<file path="src/rtl/core/nid_pkg.sv">
// nid_pkg: types, codes and window helpers for the nec infrared edge decoder
// no dependencies; used by every file in rtl/core

package nid_pkg;

    // widths of the fixed item fields
    localparam int unsigned TIME_W  = 32;
    localparam int unsigned CMD_W   = 2;
    localparam int unsigned ADDR_W  = 16;
    localparam int unsigned KEY_W   = 8;
    localparam int unsigned CFG_N   = 8;
    localparam int unsigned CFG_IDX_W = 3;
    localparam int unsigned BITS_W  = 6;
    localparam int unsigned RPT_W   = 8;

    // repeat handling thresholds, frame length and key check value
    localparam logic [RPT_W-1:0] REPEAT_LIMIT = 8'd10;
    localparam logic [RPT_W-1:0] HOLD_COUNT   = 8'd5;
    localparam logic [BITS_W-1:0] FRAME_BITS  = 6'd32;
    localparam logic [KEY_W-1:0]  KEY_XOR_OK  = 8'hFF;

    // configuration register indexes
    localparam logic [CFG_IDX_W-1:0] CFG_LEAD_BURST   = 3'd0;
    localparam logic [CFG_IDX_W-1:0] CFG_LEAD_SPACE   = 3'd1;
    localparam logic [CFG_IDX_W-1:0] CFG_REPEAT_SPACE = 3'd2;
    localparam logic [CFG_IDX_W-1:0] CFG_FIRST_REPEAT = 3'd3;
    localparam logic [CFG_IDX_W-1:0] CFG_SHORT        = 3'd4;
    localparam logic [CFG_IDX_W-1:0] CFG_LONG         = 3'd5;
    localparam logic [CFG_IDX_W-1:0] CFG_REPEAT_PER   = 3'd6;
    localparam logic [CFG_IDX_W-1:0] CFG_NEXT_FRAME   = 3'd7;

    // reset values of the windows, packed {max, min}
    localparam logic [TIME_W-1:0] RST_LEAD_BURST   = 32'd6553680;
    localparam logic [TIME_W-1:0] RST_LEAD_SPACE   = 32'd3276840;
    localparam logic [TIME_W-1:0] RST_REPEAT_SPACE = 32'd1769490;
    localparam logic [TIME_W-1:0] RST_FIRST_REPEAT = 32'd29491550;
    localparam logic [TIME_W-1:0] RST_SHORT        = 32'd589827;
    localparam logic [TIME_W-1:0] RST_LONG         = 32'd1441804;
    localparam logic [TIME_W-1:0] RST_REPEAT_PER   = 32'd68813700;
    localparam logic [TIME_W-1:0] RST_NEXT_FRAME   = 32'd68813700;

    typedef logic [CFG_N-1:0][TIME_W-1:0] t_cfg_bank;

    typedef enum logic [CMD_W-1:0] {
        CMD_EDGE       = 2'd0,
        CMD_CLEAR_CONT = 2'd1,
        CMD_CLEAR_ALL  = 2'd2
    } t_cmd;

    typedef enum logic [3:0] {
        PH_WAIT     = 4'd0,
        PH_LEAD     = 4'd1,
        PH_MARK     = 4'd2,
        PH_SPACE    = 4'd3,
        PH_CHECK    = 4'd4,
        PH_RWAIT    = 4'd5,
        PH_RBURST   = 4'd6,
        PH_RSPACE   = 4'd7,
        PH_RCONFIRM = 4'd8
    } t_phase;

    // flags and codes reported after each item
    typedef struct packed {
        logic              frame_ready;
        logic [ADDR_W-1:0] device_address;
        logic [KEY_W-1:0]  key_code;
        logic              key_held;
        logic              key_continuing;
    } t_result;

    // strict window test: min < d < max, min in low half, max in high half
    function automatic logic in_win(input logic [TIME_W-1:0] d, input logic [TIME_W-1:0] w);
        return (d > {16'd0, w[15:0]}) && (d < {16'd0, w[31:16]});
    endfunction

endpackage

</file>
<file path="src/rtl/core/nid_in_if.sv">
// nid_in_if: event channel into the decoder (command and edge timestamp)
// depends on nid_pkg for field widths

interface nid_in_if;
    logic                             valid;
    logic                             ready;
    logic [nid_pkg::CMD_W-1:0]        command;
    logic [nid_pkg::TIME_W-1:0]       edge_time;

    modport source (output valid, output command, output edge_time, input ready);
    modport sink   (input valid, input command, input edge_time, output ready);
endinterface

</file>
<file path="src/rtl/core/nid_out_if.sv">
// nid_out_if: result channel out of the decoder (flags, address, key)
// depends on nid_pkg for field widths

interface nid_out_if;
    logic                             valid;
    logic                             ready;
    logic                             frame_ready;
    logic [nid_pkg::ADDR_W-1:0]       device_address;
    logic [nid_pkg::KEY_W-1:0]        key_code;
    logic                             key_held;
    logic                             key_continuing;

    modport source (output valid, output frame_ready, output device_address,
                    output key_code, output key_held, output key_continuing, input ready);
    modport sink   (input valid, input frame_ready, input device_address,
                    input key_code, input key_held, input key_continuing, output ready);
endinterface

</file>
<file path="src/rtl/core/nec_ir_edge_decoder.sv">
// nec_ir_edge_decoder: top level of the nec infrared edge-timestamp decoder
// depends on nid_pkg, nid_in_if, nid_out_if, nid_cfg_regs, nid_decode, nid_out_stage

// Each transfer on the event channel carries a command (edge, clear continuing,
// clear all) and a 32-bit edge timestamp in 0.1 ms ticks, and produces exactly
// one result: frame_ready, device_address, key_code, key_held and key_continuing
// as they stand after that event. The block takes one event per clock cycle
// unless the result channel stalls; each result passes the input register, then
// the result register, and the decoder state is updated by a single pass of window
// compares per event. Timing windows are written through the configuration port
// as {max[31:16], min[15:0]} with strict bounds, and should be written only while
// no event is in flight. No clearing pass is needed after reset.

module nec_ir_edge_decoder (
    input  logic                            i_clk,
    input  logic                            i_rst_n,
    input  logic                            i_cfg_wr_en,
    input  logic [nid_pkg::CFG_IDX_W-1:0]   i_cfg_index,
    input  logic [nid_pkg::TIME_W-1:0]      i_cfg_wdata,
    nid_in_if.sink                          i_evt,
    nid_out_if.source                       o_res
);

    logic                           r_in_valid;
    logic [nid_pkg::CMD_W-1:0]      r_in_command;
    logic [nid_pkg::TIME_W-1:0]     r_in_time;
    logic                           out_can_load;
    logic                           advance;
    nid_pkg::t_cfg_bank             cfg;
    nid_pkg::t_result               result;

    // input register moves on whenever the result register can take its result
    assign advance     = r_in_valid && out_can_load;
    assign i_evt.ready = !r_in_valid || out_can_load;

    always_ff @(posedge i_clk) begin
        if (!i_rst_n) begin
            r_in_valid <= 1'b0;
        end else if (i_evt.ready) begin
            r_in_valid <= i_evt.valid;
        end
    end

    always_ff @(posedge i_clk) begin
        if (i_evt.ready && i_evt.valid) begin
            r_in_command <= i_evt.command;
            r_in_time    <= i_evt.edge_time;
        end
    end

    // timing window bank
    nid_cfg_regs u_cfg (
        .i_clk   (i_clk),
        .i_rst_n (i_rst_n),
        .i_wr_en (i_cfg_wr_en),
        .i_index (i_cfg_index),
        .i_wdata (i_cfg_wdata),
        .o_cfg   (cfg)
    );

    // frame decoder
    nid_decode u_decode (
        .i_clk       (i_clk),
        .i_rst_n     (i_rst_n),
        .i_valid     (advance),
        .i_command   (r_in_command),
        .i_edge_time (r_in_time),
        .i_cfg       (cfg),
        .o_result    (result)
    );

    // result register
    nid_out_stage u_out (
        .i_clk      (i_clk),
        .i_rst_n    (i_rst_n),
        .i_load     (advance),
        .i_result   (result),
        .o_can_load (out_can_load),
        .o_res      (o_res)
    );

endmodule

</file>
<file path="src/rtl/core/nid_cfg_regs.sv">
// nid_cfg_regs: bank of eight packed timing windows with a plain write port
// depends on nid_pkg

module nid_cfg_regs (
    input  logic                            i_clk,
    input  logic                            i_rst_n,
    input  logic                            i_wr_en,
    input  logic [nid_pkg::CFG_IDX_W-1:0]   i_index,
    input  logic [nid_pkg::TIME_W-1:0]      i_wdata,
    output nid_pkg::t_cfg_bank              o_cfg
);

    nid_pkg::t_cfg_bank r_cfg;

    // window registers, loaded with the nominal nec timings at reset
    always_ff @(posedge i_clk) begin
        if (!i_rst_n) begin
            r_cfg[nid_pkg::CFG_LEAD_BURST]   <= nid_pkg::RST_LEAD_BURST;
            r_cfg[nid_pkg::CFG_LEAD_SPACE]   <= nid_pkg::RST_LEAD_SPACE;
            r_cfg[nid_pkg::CFG_REPEAT_SPACE] <= nid_pkg::RST_REPEAT_SPACE;
            r_cfg[nid_pkg::CFG_FIRST_REPEAT] <= nid_pkg::RST_FIRST_REPEAT;
            r_cfg[nid_pkg::CFG_SHORT]        <= nid_pkg::RST_SHORT;
            r_cfg[nid_pkg::CFG_LONG]         <= nid_pkg::RST_LONG;
            r_cfg[nid_pkg::CFG_REPEAT_PER]   <= nid_pkg::RST_REPEAT_PER;
            r_cfg[nid_pkg::CFG_NEXT_FRAME]   <= nid_pkg::RST_NEXT_FRAME;
        end else if (i_wr_en) begin
            r_cfg[i_index] <= i_wdata;
        end
    end

    assign o_cfg = r_cfg;

endmodule

</file>
<file path="src/rtl/core/nid_decode.sv">
// nid_decode: frame state machine, decoder state and next-result logic
// depends on nid_pkg; fed by the input register, drives the result register

module nid_decode (
    input  logic                            i_clk,
    input  logic                            i_rst_n,
    input  logic                            i_valid,
    input  logic [nid_pkg::CMD_W-1:0]       i_command,
    input  logic [nid_pkg::TIME_W-1:0]      i_edge_time,
    input  nid_pkg::t_cfg_bank              i_cfg,
    output nid_pkg::t_result                o_result
);

    nid_pkg::t_phase                r_phase, n_phase;
    logic [nid_pkg::TIME_W-1:0]     r_last_edge, n_last_edge;
    logic [nid_pkg::TIME_W-1:0]     r_last_frame, n_last_frame;
    logic [nid_pkg::TIME_W-1:0]     r_shift_word, n_shift_word;
    logic [nid_pkg::TIME_W-1:0]     r_prev_word, n_prev_word;
    logic [nid_pkg::BITS_W-1:0]     r_bits_taken, n_bits_taken;
    logic [nid_pkg::RPT_W-1:0]      r_repeat_count, n_repeat_count;
    logic                           r_recheck, n_recheck;
    logic                           r_ready_flag, n_ready_flag;
    logic [nid_pkg::ADDR_W-1:0]     r_address, n_address;
    logic [nid_pkg::KEY_W-1:0]      r_key, n_key;
    logic                           r_held_flag, n_held_flag;
    logic                           r_continuing, n_continuing;

    logic [nid_pkg::TIME_W-1:0]     d_edge;
    logic [nid_pkg::TIME_W-1:0]     d_frame;
    logic                           win_lead_burst, win_lead_space, win_rpt_space;
    logic                           win_first_rpt, win_short, win_long;
    logic                           win_rpt_per, win_next_frame, below_next_frame;
    logic                           key_ok;
    logic [nid_pkg::BITS_W-1:0]     bits_inc;
    logic [nid_pkg::RPT_W-1:0]      rpt_inc;

    // interval measurement, wrapping 32-bit subtraction
    assign d_edge  = i_edge_time - r_last_edge;
    assign d_frame = i_edge_time - r_last_frame;

    // all window compares in parallel
    assign win_lead_burst = nid_pkg::in_win(d_edge, i_cfg[nid_pkg::CFG_LEAD_BURST]);
    assign win_lead_space = nid_pkg::in_win(d_edge, i_cfg[nid_pkg::CFG_LEAD_SPACE]);
    assign win_rpt_space  = nid_pkg::in_win(d_edge, i_cfg[nid_pkg::CFG_REPEAT_SPACE]);
    assign win_first_rpt  = nid_pkg::in_win(d_frame, i_cfg[nid_pkg::CFG_FIRST_REPEAT]);
    assign win_short      = nid_pkg::in_win(d_edge, i_cfg[nid_pkg::CFG_SHORT]);
    assign win_long       = nid_pkg::in_win(d_edge, i_cfg[nid_pkg::CFG_LONG]);
    assign win_rpt_per    = nid_pkg::in_win(d_edge, i_cfg[nid_pkg::CFG_REPEAT_PER]);
    assign win_next_frame = nid_pkg::in_win(d_edge, i_cfg[nid_pkg::CFG_NEXT_FRAME]);
    assign below_next_frame = d_edge < {16'd0, i_cfg[nid_pkg::CFG_NEXT_FRAME][15:0]};

    // command byte against its inverse
    assign key_ok   = (r_shift_word[23:16] ^ r_shift_word[31:24]) == nid_pkg::KEY_XOR_OK;
    assign bits_inc = r_bits_taken + 6'd1;
    assign rpt_inc  = r_repeat_count + 8'd1;

    // next state for one transfer
    always_comb begin
        n_phase        = r_phase;
        n_last_edge    = r_last_edge;
        n_last_frame   = r_last_frame;
        n_shift_word   = r_shift_word;
        n_prev_word    = r_prev_word;
        n_bits_taken   = r_bits_taken;
        n_repeat_count = r_repeat_count;
        n_recheck      = r_recheck;
        n_ready_flag   = r_ready_flag;
        n_address      = r_address;
        n_key          = r_key;
        n_held_flag    = r_held_flag;
        n_continuing   = r_continuing;
        if (i_valid) begin
            unique case (nid_pkg::t_cmd'(i_command))
                nid_pkg::CMD_EDGE: begin
                    unique case (r_phase)
                        nid_pkg::PH_WAIT: begin
                            if (win_lead_burst) begin
                                n_phase = nid_pkg::PH_LEAD;
                            end
                            n_last_edge = i_edge_time;
                        end
                        nid_pkg::PH_LEAD: begin
                            if (win_lead_space) begin
                                n_last_edge  = i_edge_time;
                                n_bits_taken = '0;
                                n_continuing = 1'b1;
                                n_phase      = nid_pkg::PH_MARK;
                            end else if (win_rpt_space && win_first_rpt) begin
                                n_phase        = nid_pkg::PH_RCONFIRM;
                                n_repeat_count = '0;
                            end else begin
                                n_phase = nid_pkg::PH_WAIT;
                            end
                        end
                        nid_pkg::PH_MARK: begin
                            if (win_short) begin
                                n_last_edge = i_edge_time;
                                n_phase     = nid_pkg::PH_SPACE;
                            end else begin
                                n_phase = nid_pkg::PH_WAIT;
                            end
                        end
                        nid_pkg::PH_SPACE: begin
                            // short space is a zero, long space a one, lsb first
                            if (win_short || win_long) begin
                                n_last_edge  = i_edge_time;
                                n_shift_word = {win_long && !win_short, r_shift_word[31:1]};
                                n_bits_taken = bits_inc;
                                n_phase      = (bits_inc == nid_pkg::FRAME_BITS) ?
                                               nid_pkg::PH_CHECK : nid_pkg::PH_MARK;
                            end else begin
                                n_phase = nid_pkg::PH_WAIT;
                            end
                        end
                        nid_pkg::PH_CHECK: begin
                            // trailing edge only triggers the frame check
                            if (!r_recheck) begin
                                if (key_ok) begin
                                    n_last_frame = r_last_edge;
                                    n_ready_flag = 1'b1;
                                    n_address    = r_shift_word[15:0];
                                    n_key        = r_shift_word[23:16];
                                    n_continuing = 1'b1;
                                end
                                n_prev_word = r_shift_word;
                            end else begin
                                if (r_shift_word == r_prev_word) begin
                                    n_last_frame = r_last_edge;
                                    n_continuing = 1'b1;
                                end
                                n_recheck = 1'b0;
                            end
                            n_phase = nid_pkg::PH_WAIT;
                        end
                        nid_pkg::PH_RWAIT: begin
                            if ((r_repeat_count < nid_pkg::REPEAT_LIMIT) && win_rpt_per) begin
                                n_last_edge = i_edge_time;
                                n_phase     = nid_pkg::PH_RBURST;
                            end else if ((r_repeat_count == nid_pkg::REPEAT_LIMIT) &&
                                         win_next_frame) begin
                                n_last_edge = i_edge_time;
                                n_recheck   = 1'b1;
                                n_phase     = nid_pkg::PH_WAIT;
                            end else if (!below_next_frame) begin
                                n_last_edge = i_edge_time;
                                n_phase     = nid_pkg::PH_WAIT;
                            end
                        end
                        nid_pkg::PH_RBURST: begin
                            if (win_lead_burst) begin
                                n_last_edge = i_edge_time;
                                n_phase     = nid_pkg::PH_RSPACE;
                            end else begin
                                n_phase = nid_pkg::PH_WAIT;
                            end
                        end
                        nid_pkg::PH_RSPACE: begin
                            n_phase = win_rpt_space ? nid_pkg::PH_RCONFIRM : nid_pkg::PH_WAIT;
                        end
                        nid_pkg::PH_RCONFIRM: begin
                            n_last_edge    = i_edge_time;
                            n_repeat_count = rpt_inc;
                            if (rpt_inc == nid_pkg::HOLD_COUNT) begin
                                n_held_flag = 1'b1;
                            end
                            n_continuing = 1'b1;
                            n_phase      = nid_pkg::PH_RWAIT;
                        end
                        default: begin
                            n_phase = nid_pkg::PH_WAIT;
                        end
                    endcase
                end
                nid_pkg::CMD_CLEAR_CONT: begin
                    n_continuing = 1'b0;
                end
                nid_pkg::CMD_CLEAR_ALL: begin
                    n_ready_flag = 1'b0;
                    n_address    = '0;
                    n_key        = '0;
                    n_held_flag  = 1'b0;
                    n_continuing = 1'b0;
                end
                default: begin
                    // unused code leaves the state alone
                end
            endcase
        end
    end

    // decoder state registers
    always_ff @(posedge i_clk) begin
        if (!i_rst_n) begin
            r_phase        <= nid_pkg::PH_WAIT;
            r_last_edge    <= '0;
            r_last_frame   <= '0;
            r_shift_word   <= '0;
            r_prev_word    <= '0;
            r_bits_taken   <= '0;
            r_repeat_count <= '0;
            r_recheck      <= 1'b0;
            r_ready_flag   <= 1'b0;
            r_address      <= '0;
            r_key          <= '0;
            r_held_flag    <= 1'b0;
            r_continuing   <= 1'b0;
        end else begin
            r_phase        <= n_phase;
            r_last_edge    <= n_last_edge;
            r_last_frame   <= n_last_frame;
            r_shift_word   <= n_shift_word;
            r_prev_word    <= n_prev_word;
            r_bits_taken   <= n_bits_taken;
            r_repeat_count <= n_repeat_count;
            r_recheck      <= n_recheck;
            r_ready_flag   <= n_ready_flag;
            r_address      <= n_address;
            r_key          <= n_key;
            r_held_flag    <= n_held_flag;
            r_continuing   <= n_continuing;
        end
    end

    // result reports the flags after this transfer
    always_comb begin
        o_result.frame_ready    = n_ready_flag;
        o_result.device_address = n_address;
        o_result.key_code       = n_key;
        o_result.key_held       = n_held_flag;
        o_result.key_continuing = n_continuing;
    end

`ifndef ASSERT_OFF
    a_bits_bounded: assert property (@(posedge i_clk) disable iff (!i_rst_n)
        r_bits_taken <= nid_pkg::FRAME_BITS)
        else $error("bit counter ran past a full frame");

    a_check_full: assert property (@(posedge i_clk) disable iff (!i_rst_n)
        (r_phase == nid_pkg::PH_CHECK) |-> (r_bits_taken == nid_pkg::FRAME_BITS))
        else $error("frame check reached without 32 bits");

    a_clear_all: assert property (@(posedge i_clk) disable iff (!i_rst_n)
        (i_valid && (i_command == nid_pkg::CMD_CLEAR_ALL)) |=>
        (!r_ready_flag && !r_held_flag && !r_continuing && (r_address == '0) && (r_key == '0)))
        else $error("clear-all left decoded outputs set");

    a_repeat_confirm: assert property (@(posedge i_clk) disable iff (!i_rst_n)
        (i_valid && (i_command == nid_pkg::CMD_EDGE) && (r_phase == nid_pkg::PH_RCONFIRM)) |=>
        ((r_phase == nid_pkg::PH_RWAIT) && r_continuing && (r_repeat_count == $past(rpt_inc))))
        else $error("repeat confirm did not count the repeat");
`endif

endmodule

</file>
<file path="src/rtl/core/nid_out_stage.sv">
// nid_out_stage: result register between the decoder and the result channel
// depends on nid_pkg and nid_out_if

module nid_out_stage (
    input  logic                i_clk,
    input  logic                i_rst_n,
    input  logic                i_load,
    input  nid_pkg::t_result    i_result,
    output logic                o_can_load,
    nid_out_if.source           o_res
);

    logic               r_valid;
    nid_pkg::t_result   r_result;

    // free when empty or when the held result is taken this cycle
    assign o_can_load = !r_valid || o_res.ready;

    always_ff @(posedge i_clk) begin
        if (!i_rst_n) begin
            r_valid <= 1'b0;
        end else if (o_can_load) begin
            r_valid <= i_load;
        end
    end

    // result payload, loaded with each transfer out of the decoder
    always_ff @(posedge i_clk) begin
        if (o_can_load && i_load) begin
            r_result <= i_result;
        end
    end

    assign o_res.valid          = r_valid;
    assign o_res.frame_ready    = r_result.frame_ready;
    assign o_res.device_address = r_result.device_address;
    assign o_res.key_code       = r_result.key_code;
    assign o_res.key_held       = r_result.key_held;
    assign o_res.key_continuing = r_result.key_continuing;

endmodule
</file>
<file path="src/flat_wrapper.sv">
// flat-port wrapper written by rule: the top's interface ports become plain ports
module nec_ir_edge_decoder_flat 
  (i_clk, i_rst_n, i_cfg_wr_en, i_cfg_index, i_cfg_wdata, i_evt_valid, i_evt_command, i_evt_edge_time, i_evt_ready, o_res_valid, o_res_frame_ready, o_res_device_address, o_res_key_code, o_res_key_held, o_res_key_continuing, o_res_ready);
  nid_in_if i_evt_i ();
  nid_out_if o_res_i ();
  input  logic i_clk;
  input  logic i_rst_n;
  input  logic i_cfg_wr_en;
  input  logic [nid_pkg::CFG_IDX_W-1:0] i_cfg_index;
  input  logic [nid_pkg::TIME_W-1:0] i_cfg_wdata;
  input wire logic [$bits(i_evt_i.valid)-1:0] i_evt_valid;
  input wire logic [$bits(i_evt_i.command)-1:0] i_evt_command;
  input wire logic [$bits(i_evt_i.edge_time)-1:0] i_evt_edge_time;
  output wire logic [$bits(i_evt_i.ready)-1:0] i_evt_ready;
  output wire logic [$bits(o_res_i.valid)-1:0] o_res_valid;
  output wire logic [$bits(o_res_i.frame_ready)-1:0] o_res_frame_ready;
  output wire logic [$bits(o_res_i.device_address)-1:0] o_res_device_address;
  output wire logic [$bits(o_res_i.key_code)-1:0] o_res_key_code;
  output wire logic [$bits(o_res_i.key_held)-1:0] o_res_key_held;
  output wire logic [$bits(o_res_i.key_continuing)-1:0] o_res_key_continuing;
  input wire logic [$bits(o_res_i.ready)-1:0] o_res_ready;
  assign i_evt_i.valid = i_evt_valid;
  assign i_evt_i.command = i_evt_command;
  assign i_evt_i.edge_time = i_evt_edge_time;
  assign i_evt_ready = i_evt_i.ready;
  assign o_res_valid = o_res_i.valid;
  assign o_res_frame_ready = o_res_i.frame_ready;
  assign o_res_device_address = o_res_i.device_address;
  assign o_res_key_code = o_res_i.key_code;
  assign o_res_key_held = o_res_i.key_held;
  assign o_res_key_continuing = o_res_i.key_continuing;
  assign o_res_i.ready = o_res_ready;
  nec_ir_edge_decoder u_core (.i_clk(i_clk), .i_rst_n(i_rst_n), .i_cfg_wr_en(i_cfg_wr_en), .i_cfg_index(i_cfg_index), .i_cfg_wdata(i_cfg_wdata), .i_evt(i_evt_i), .o_res(o_res_i));
endmodule
</file>
<file path="config.mk">
export PLATFORM = sky130hd
export DESIGN_NAME = nec_ir_edge_decoder_flat
export DESIGN_NICKNAME = d
export VERILOG_FILES = /design/src/rtl/core/nid_pkg.sv /design/src/rtl/core/nid_in_if.sv /design/src/rtl/core/nid_out_if.sv /design/src/rtl/core/nec_ir_edge_decoder.sv /design/src/rtl/core/nid_cfg_regs.sv /design/src/rtl/core/nid_decode.sv /design/src/rtl/core/nid_out_stage.sv /design/src/flat_wrapper.sv
export SDC_FILE = /design/constraint.sdc
export NUM_CORES = 1
export LEC_CHECK = 0
export ABC_CLOCK_PERIOD_IN_PS = 5250
export BUFFER_PORTS_ARGS = -buffer_cell sky130_fd_sc_hd__buf_2
export CAP_MARGIN = 10
export CORE_MARGIN = 2
export CORE_UTILIZATION = 38
export CTS_CLUSTER_SIZE = 28
export DETAILED_ROUTE_END_ITERATION = 7
export MAX_ROUTING_LAYER = met4
export PLACE_DENSITY = 0.52
export SYNTH_ARGS = -nofsm -noshare
export SYNTH_HDL_FRONTEND = slang
export SYNTH_SLANG_ARGS = --single-unit
</file>
<file path="constraint.sdc">
create_clock -name i_clk -period 5.25 [get_ports i_clk]
set_input_delay 0.525 -clock i_clk [delete_from_list [all_inputs] [get_ports i_clk]]
set_output_delay 0.525 -clock i_clk [all_outputs]
set_load 0.01 [all_outputs]
</file>
# Word level (Yosys, flattened, before mapping)
# Index checks and enable logic that the tools add are counted.
# W data, S select, Z words.
# totals
ff_bits	493
word_cells	182
input_bits	74
# op_classes
n_mux	61
n_eq_ne	26
add_sub_neg	4
n_reduce_logical	39
bitwise_logic	2
n_lt_le_gt_ge	20
# op_table
op	n
$mux W32	11
$lt A32 B16 Y1	9
$bwmux W256	1
$gt A32 B16 Y1	8
$pmux W32 S6	1
$demux W32 S3	1
$mux W16	4
$sub A32 B32 Y32	2
$mux W8	6
$eq A32 B32 Y1	1
$pmux W16 S2	1
$pmux W4 S8	1
$pmux W8 S2	2
$mux W4	7
$reduce_and A5 Y1	4
$ne A2 B2 Y1 const B	9
$eq A4 B3 Y1 const B	4
$logic_and A1 B1 Y1	16
$mux W1	14
$mux W6	2
$pmux W6 S2	1
$reduce_and A4 Y1	3
$mux W3	3
$add A8 B1 Y8 const B	1
other kinds (28)	40

# Longest topological paths before layout
# Gate-level depths: netlist of the first run.
# logic_depth
depth_word	7
mapped_depth	23

# By module
# Synthesis of the first run repeated with hierarchy kept, for this count alone.
# unflattened
cells_unflattened	3378
area_unflattened_um2	29757.3
# modules_own_cells
module	cells_each	area_per_inst_um2	instances
nid_decode	2407	18313.8	1
nid_cfg_regs	899	9489.1	1
nec_ir_edge_decoder	40	1086.0	1
nid_out_stage	32	868.3	1

# Worst setup path after synthesis of the first run
# OpenSTA, ideal clock, no wires.
# synth_path
kind	reg-to-reg
start	register u_core.r_in_time[0] (netlist bit)
end	register u_core.u_decode.r_repeat_count[1] (netlist bit)
arrival_ns	5.327
path_buffers	0
synth_period_minus_slack_ns	5.445
setup_ns	0.118
stages_incl_launch_ff	21
slack_ns	-0.195
t_required_ns	5.132
cell_sequence	edfxtp_1 -> inv_1 -> ha_1 -> fa_1 -> nor2b_1 -> o2111a_1 -> nor3_1 -> o31ai_1 -> xor2_1 -> ha_1 -> nand4_1 -> nor4_1 -> a2111oi_0 -> o311ai_0 -> a22oi_1 -> o21a_1 -> nand4b_1 -> or4_1 -> or4b_1 -> nand2_2 -> o21ai_1
# synth_via
elab_chain_cells	6
elab_cells_between_ends	15
classes_between	2 x add/sub; 6 x order compare; 2 x eq/ne; 5 x reduce/logical
# synth_rtl
element	line_no	rtl
start, declared	nec_ir_edge_decoder.sv:26	logic [nid_pkg::TIME_W-1:0] r_in_time;
start signal, assigned	nec_ir_edge_decoder.sv:47	r_in_time <= i_evt.edge_time;
$sub A32 B32 Y32, on equally long branches	nid_decode.sv:38, nid_decode.sv:39	
$gt A32 B16 Y1 or $lt A32 B16 Y1 (tied branches)	nid_pkg.sv:73	return (d > {16'd0, w[15:0]}) && (d < {16'd0, w[31:16]});
$logic_and A1 B1 Y1	nid_pkg.sv:73	
$logic_and A1 B1 Y1	nid_decode.sv:88	end else if (win_rpt_space && win_first_rpt) begin
$ne A2 B2 Y1 (no line)	n/a	
$reduce_and A5 Y1 (no line) (*)	n/a	
end signal, assigned	nid_decode.sv:214	r_repeat_count <= n_repeat_count;
end, declared	nid_decode.sv:20	logic [nid_pkg::RPT_W-1:0] r_repeat_count, n_repeat_count;
# Mark *: on every way between the ends. The rest lies on a longest branch, timed or not.
# A chain may end at the register's enable or synchronous reset.

# Worst setup path in the final report of the first run
# layout_path
start	register u_core.r_in_time[1] (netlist bit)
end	register u_core.u_decode.r_repeat_count[2] (netlist bit)
# Same word-level chain as after synthesis.

==> impl_metrics.ini, run 1 <==
[run_status]
status = completed

[setup_path]
cp_cell_sequence = buf_6 > buf_6 > inv_4 > fa_2 > nor2b_2 > o2111a_2 > buf_6 > nor4b_4 > a21oi_2 > xor2_2 > buf_12 > ha_4 > a21o_1 > a2111oi_4 > o311ai_2 > a22oi_2 > buf_4 > o21a_1 > nand4b_1 > or4_4 > or4b_4 > a21oi_1 > nor2_1
cp_common_cell = buf_6
endpoint_kind = register
worstPathRequired_ns = 5.78
path_buf_inv = 6
arrival_ns = 5.73
path_max_fanout = 6
crit_type = register to register
slowest_delay_ns = 0.59
crit_family = compound AO/OA/AOI/OAI gates
critPathLaunchType = register
cp_slowest_cell = or4b_4

[power_and_ir_drop]
peakVddDrop_uv = 281
cellLeakagePower_uw = 0.0132
power-per-cell-area_mw_per_mm2 = 295

[min_path]
hold_class = primary input to register

[floorplan]
core_sq_mm = 0.0758
dieHeight_um = 280
initial_core_util_pct = 38.3
boundaryPins = 103
die_area_sq_mm = 0.0786
fp.dieW_um = 280
num_rows = 101

[cells_and_area]
nFillCells = 7564
layout.cells.non_filler = 4802
nets = 4164
drive_above_1_share_pct = 15.3
syn2layout_area_growth_pct = 19.7

[clock_tree]
clock_latency_ns = 0.64
clockRootBuffer = clkbuf_16
cts_tree = yes
htreeDepth = 2
cts.sinks = 493
clk_pin_slew_worst_paths_ns = 0.06
clockBufferDepth = 3
cts_hold_buf = 0
cts_buffers = 57

[sta]
finalSetupViolCount = 0
hold_viol = 0
worst_slack_ns = 0.0493
worst_pin_slew_ns = 1.19
fin_crit_ns = 5.20
fin_crit_sh_pct = 99.1
rsz0062_at_grt = yes
fmax_ghz = 0.192
clock_skew_ns = 0.0202
slew-limit-headroom_pct = 20.8
final-max-slew-violation-count = 0

[drt]
drc = 0
vias = 25400
viasPerCell = 5.28
ant_nets = 0
drt_iter0_drc = 1883
dr.max_layer_used = met4
drt_first_pass_iters = 5
wl_met3_um = 4300
wl_per_cell_um = 19.3
drt-met1-wl_um = 44100
finalWirelength_um = 92800
wl_met2_um = 42200

[synth]
synth.largest_area_cell = dfxtp_1
async_reset_ff_share_pct = 0
ys_ff_latch = 493
syn_avg_cell_area_sq_um = 8.12
yosys-top-cells-area = dfxtp_1, ha_1, nand2_1
ys_types = 89
synth_compound_area_share_pct = 17.6
synthMuxAreaShare_pct = 3.69
synth_cells = 3575
synth_fa_ha_area_share_pct = 13.7
yosysWarnings = 0
ys_seq_area_share_pct = 36.1
synth_edf_count = 61
synth_area_sq_mm = 0.0290
synth-xor-area-share_pct = 2.38
syn_nets = 3965
synth-simple-area-share_pct = 18.8
synth_top_family_by_area = simple AND/OR/NAND/NOR gates
synth_top_area_share_pct = 29.8
synthFlopType = dfxtp_1

[placement]
dp.cells = 4657
io_buffers = 102
pre_cts_slack_ns = -1.12
place_hpwl_um = 64100
place_congestion = 0.905

[global_routing]
grt.total_usage_pct = 23.7
grt_max_degree = 84
grt_pass1_vias = 23400
grt_antenna_before_repair = 3
grt_pass1_wl_um = 142000
grt_overflow = 0

[job]
drv_cap = 0
## metal layers
metal / global-route usage (%) / vias to the layer above
li1: - / 12700
met1: 32.9 / 12000
met2: 37.4 / 579
met3: 2.36 / 109
met4: 5.39 / 0
met5: - / -
## where the power goes
part	internal [uW]	leakage [uW]	total (uW)	switching, uW
registers	3900	0.00406	3940	43.1
clock network	2520	0.000966	4230	1710
logic	865	0.00818	2100	1230
total	7280	0.0132	10300	2980
## area by class of cell
class                   instances  area, sq um  share of cell area [%]
inverters                     333         1260                    3.63
well taps                     978         1220                    3.52
clock buffers                  78         1600                    4.59
clock inverters                29          375                    1.08
repair buffers                347         2720                    7.83
multi-input cells            2542        17100                    49.2
flip-flops and latches        493        10500                    30.2
diodes                          2         5.00                  0.0144
## cell usage after synthesis (all sizes together), types with 29 or more instances
cell type	count
xnor2	38
nand3	51
buf	31
nor4	29
dfxtp	432
nor2	171
nand2	709
a21o	49
nor3	46
clkbuf	170
inv	332
and2	46
a21oi	395
edfxtp	61
o21a	34
nand4	79
xor2	41
ha	314
mux2i	106
o211ai	74
o21ai	91
## timing repair
action                     CTS  global route
setup endpoints to repair   81            82
resized for setup           42           110
pin swaps                   26            65
setup buffers               13            17
gates cloned                 1             7
## placed cells by master, fill, tap and decap left out, types with 11 or more instances in the layout
master | netlist | routed
inv_1 | 331 | 328
edfxtp_1 | 61 | 61
mux2i_1 | 106 | 102
nand2_1 | 706 | 704
clkbuf_1 | 137 | 12
o21a_1 | 34 | 34
buf_12 | 0 | 14
a22o_1 | 25 | 25
nand3_1 | 51 | 49
nor2b_1 | 25 | 22
nand2b_1 | 17 | 17
nor2_2 | 0 | 11
ha_1 | 314 | 302
clkinv_2 | 0 | 11
buf_6 | 15 | 18
a2111oi_0 | 16 | 11
o211ai_1 | 74 | 74
nor4_1 | 26 | 23
nor2_1 | 171 | 154
xor2_1 | 41 | 32
nor3_1 | 46 | 41
a21oi_2 | 4 | 17
and3_1 | 13 | 13
a21oi_1 | 390 | 374
dfxtp_1 | 432 | 431
a31oi_1 | 17 | 17
o21ai_0 | 85 | 71
a21o_1 | 49 | 49
nand4_1 | 79 | 79
buf_4 | 5 | 207
clkbuf_16 | 0 | 63
xnor2_1 | 38 | 29
buf_2 | 11 | 101
and2_1 | 45 | 44
## path summary, 6_finish.rpt
check                                       start                                        endpoint  slack [ns]  cells after the start
min reg2reg  u_core.u_cfg.o_cfg[240]$_SDFFE_PN0P_            u_core.u_cfg.o_cfg[240]$_SDFFE_PN0P_        0.45                      2
max reg2reg         u_core.r_in_time[1]$_DFFE_PP_  u_core.u_decode.r_repeat_count[2]$_SDFFE_PN0P_        0.05                     23
min                           i_evt_edge_time[16]                  u_core.r_in_time[16]$_DFFE_PP_        0.06                      1
max                 u_core.r_in_time[1]$_DFFE_PP_  u_core.u_decode.r_repeat_count[2]$_SDFFE_PN0P_        0.05                     23
## metrics by stage
stage	total power (uW)	setup TNS [ns]	hold WS [ns]	cell area [sq um]	utilization, %
CTS	10200	-1.42	0.0231	34000	44.8
global placement	5950	-19.72	0.442	31700	41.8
floorplan	5150	0	0.434	29100	-
global route	10700	-1.20	0.0320	34700	45.8
detailed placement	5950	-24.73	0.445	31700	41.8
finish	10300	0	0.0587	34700	45.8
## registers in the layout, indices dropped and copies added (netlist names), 16 cells and up
signal / flops
u_core.u_out.o_res.device_address: 16
u_core.u_cfg.o_cfg: 256
u_core.u_decode.r_last_frame: 32
u_core.r_in_time: 32
u_core.u_decode.r_prev_word: 32
u_core.u_decode.r_address: 16
u_core.u_decode.r_last_edge: 32
u_core.u_decode.r_shift_word: 32
## kinds of logic after synthesis
group / count (synthesis)
AO/OA/AOI/OAI: 814
buffers and inverters: 540
multiplexers: 107
AND/OR/NAND/NOR: 1226
flip-flops: 493
adder cells (fa/ha/maj): 316
XOR/XNOR: 79
(Power assumes the default switching activity.)
==> run 2, diff against run 1 <==
--- a/config.mk
+++ b/config.mk
@@ -6,7 +6,7 @@
 export NUM_CORES = 1
 export LEC_CHECK = 0
 export ABC_CLOCK_PERIOD_IN_PS = 5250
-export BUFFER_PORTS_ARGS = -buffer_cell sky130_fd_sc_hd__buf_2
+export BUFFER_PORTS_ARGS = -buffer_cell sky130_fd_sc_hd__buf_4
 export CAP_MARGIN = 10
 export CORE_MARGIN = 2
 export CORE_UTILIZATION = 38
==> run 2 against run 1 <==
Against the previous run: count of clock-buffer cells in the layout rose by 6; wire length is 0.70% lower; clock power fell by 2%; worst hold slack hardly changed; via count hardly changed; largest power group unchanged; worst setup slack improved by 0.011 ns; critical endpoint is now u_core.u_decode.r_repeat_count[1]$_SDFFE_PN0P_; power shrank 0.87%; critical path type unchanged; critical path depth shrank 1; first-iteration DRC count shrank 6.5%.
==> impl_metrics.ini, run 2 (same netlist as run 1, synthesis figures left out) <==
[run_status]
status = completed

[sta]
slew-limit-headroom_pct = 16.0
fmax_ghz = 0.193
worst_pin_slew_ns = 1.26
fin_crit_ns = 5.19
hold_slack_ns = 0.0584
clock_skew_ns = 0.0216
hold_viol = 0
fin_crit_sh_pct = 98.8
final-max-slew-violation-count = 0
rsz0062_at_grt = yes
finalSetupViolCount = 0

[clock_tree]
clockRootBuffer = clkbuf_16
clock_latency_ns = 0.64
cts_tree = yes
cts.sinks = 493
cts_buffers = 59
clk_pin_slew_worst_paths_ns = 0.06
cts_hold_buf = 0
htreeDepth = 2
clockBufferDepth = 3

[floorplan]
boundaryPins = 103
die_area_sq_mm = 0.0786
fp.dieW_um = 280
dieHeight_um = 280
initial_core_util_pct = 38.3
num_rows = 101
core_sq_mm = 0.0758

[setup_path]
r2r.worst_path.cells = 22
r2r-start = u_core.r_in_time[1]$_DFFE_PP_
reg2reg_to = u_core.u_decode.r_repeat_count[1]$_SDFFE_PN0P_
worstPathRequired_ns = 5.76
cp_common_cell = o21ai_1
r2r_slack_ns = 0.06
startpoint = u_core.r_in_time[1]$_DFFE_PP_
cp_cell_sequence = ha_1 > nor2b_4 > o31a_1 > o21ai_1 > buf_4 > nand2_2 > a21boi_2 > inv_1 > a21oi_2 > xnor2_2 > ha_4 > nor4_4 > o21ai_1 > a21oi_2 > nand3_2 > a2111oi_4 > o2111ai_2 > nand4b_1 > or4_4 > or4b_4 > nand2_4 > o21ai_1
cp_slowest_cell = or4b_4
critPathLaunchType = register
path_max_fanout = 6
endpoint_kind = register
crit_end = u_core.u_decode.r_repeat_count[1]$_SDFFE_PN0P_
cp.depth = 22
slowest_delay_ns = 0.57
path_buf_inv = 2
crit_type = register to register
arrival_ns = 5.70
crit_family = simple AND/OR/NAND/NOR gates

[cells_and_area]
largest_register_ffs = 256
diodes = 0
final_util_pct = 45.6
nets = 4151
syn2layout_area_growth_pct = 19.1
final_cell_mix = nand2_1, dfxtp_1, a21oi_1
drive_above_1_share_pct = 14.3
nFillCells = 7600
layout_commonest_cell = nand2_1
layout.cells.non_filler = 4789

[drt]
drt_first_pass_iters = 5
ant_nets = 0
viasPerCell = 5.30
drc = 0
drt_iter0_drc = 1760
wl_per_cell_um = 19.2
finalWirelength_um = 92100
vias = 25400

[power_and_ir_drop]
power_uw = 10200
power-per-cell-area_mw_per_mm2 = 294
cellLeakagePower_uw = 0.0132
peakVddDrop_uv = 306

[global_routing]
grt_max_degree = 142
grt.total_usage_pct = 23.7
grt_overflow = 0
grt_pass1_wl_um = 142000
grt_pass1_vias = 24000
grt_antenna_before_repair = 2

[min_path]
hold_class = primary input to register

[placement]
dp.cells = 4668
place_hpwl_um = 64800
place_congestion = 0.920
io_buffers = 102

[job]
drv_cap = 0
==> run 2: how the worst min path moves through the flow <==
| stage | from | end | slack (ns) | depth (start not counted) |
|---|---|---|---|---|
| 3_5_place_dp | u_core.u_cfg.o_cfg[179]$_SDFFE_PN0P_ | u_core.u_cfg.o_cfg[179]$_SDFFE_PN0P_ | 0.45 | 2 |
| 6_report | i_evt_edge_time[7] | u_core.r_in_time[7]$_DFFE_PP_ | 0.06 | 1 |
| 2_1_floorplan | u_core.u_cfg.o_cfg[112]$_SDFFE_PN0P_ | u_core.u_cfg.o_cfg[112]$_SDFFE_PN0P_ | 0.43 | 2 |
| 4_1_cts | i_evt_edge_time[7] | u_core.r_in_time[7]$_DFFE_PP_ | 0.02 | 1 |
| 3_3_place_gp | u_core.u_cfg.o_cfg[39]$_SDFFE_PN0P_ | u_core.u_cfg.o_cfg[39]$_SDFFE_PN0P_ | 0.44 | 2 |
| 5_1_grt | i_evt_edge_time[16] | u_core.r_in_time[16]$_DFFE_PP_ | 0.03 | 1 |
==> run 2: timing repair <==
item | CTS | global route
setup buffers | 5 | 5
endpoints found under the setup margin | 61 | 82
resized for setup | 36 | 59
pin swaps | 16 | 28
gates cloned | 0 | 1
==> run 2: stage by stage <==
step           area [sq um]  setup slack [ns]  TNS (ns)
5_1_grt               34600            -0.120     -1.08
4_1_cts               34200            -0.214     -1.59
3_3_place_gp          32100             -1.33    -13.86
3_5_place_dp          32100             -1.38    -15.90
2_1_floorplan         29100            0.0264         0
6_report              34600            0.0607         0
==> run 2: cell type report <==
type / instances / area (sq um) / share of cell area [%]
Multi-Input combinational cell: 2542 / 16900 / 48.8
Sequential cell: 493 / 10500 / 30.3
Timing Repair Buffer: 332 / 2730 / 7.89
Clock buffer: 84 / 1780 / 5.14
Inverter: 333 / 1260 / 3.64
Tap cell: 978 / 1220 / 3.54
Clock inverter: 27 / 220 / 0.637
==> run 2: power by group <==
group | switching, uW | leakage, uW | internal [uW]
Clock | 1710 | 0.000995 | 2450
Sequential | 43.6 | 0.00406 | 3900
Combinational | 1210 | 0.00816 | 868
==> run 2: metal layers <==
layer | up-vias | routed length, um | GRT usage [%]
li1 | 12700 | - | -
met1 | 12000 | 43700 | 32.1
met2 | 546 | 42100 | 37.8
met3 | 132 | 3680 | 2.25
met4 | 0 | 2610 | 6.81
met5 | - | 0 | -
==> run 2: worst register-to-register path: cells and delay by family (launching register included) <==
kind                     cells  cell delay [ns]
AND/OR/NAND/NOR              8             2.05
AO/OA/AOI/OAI                9             1.73
adder cells (fa/ha/maj)      2             0.53
flip-flops                   1             0.40
buffers and inverters        2             0.21
XOR/XNOR                     1             0.15
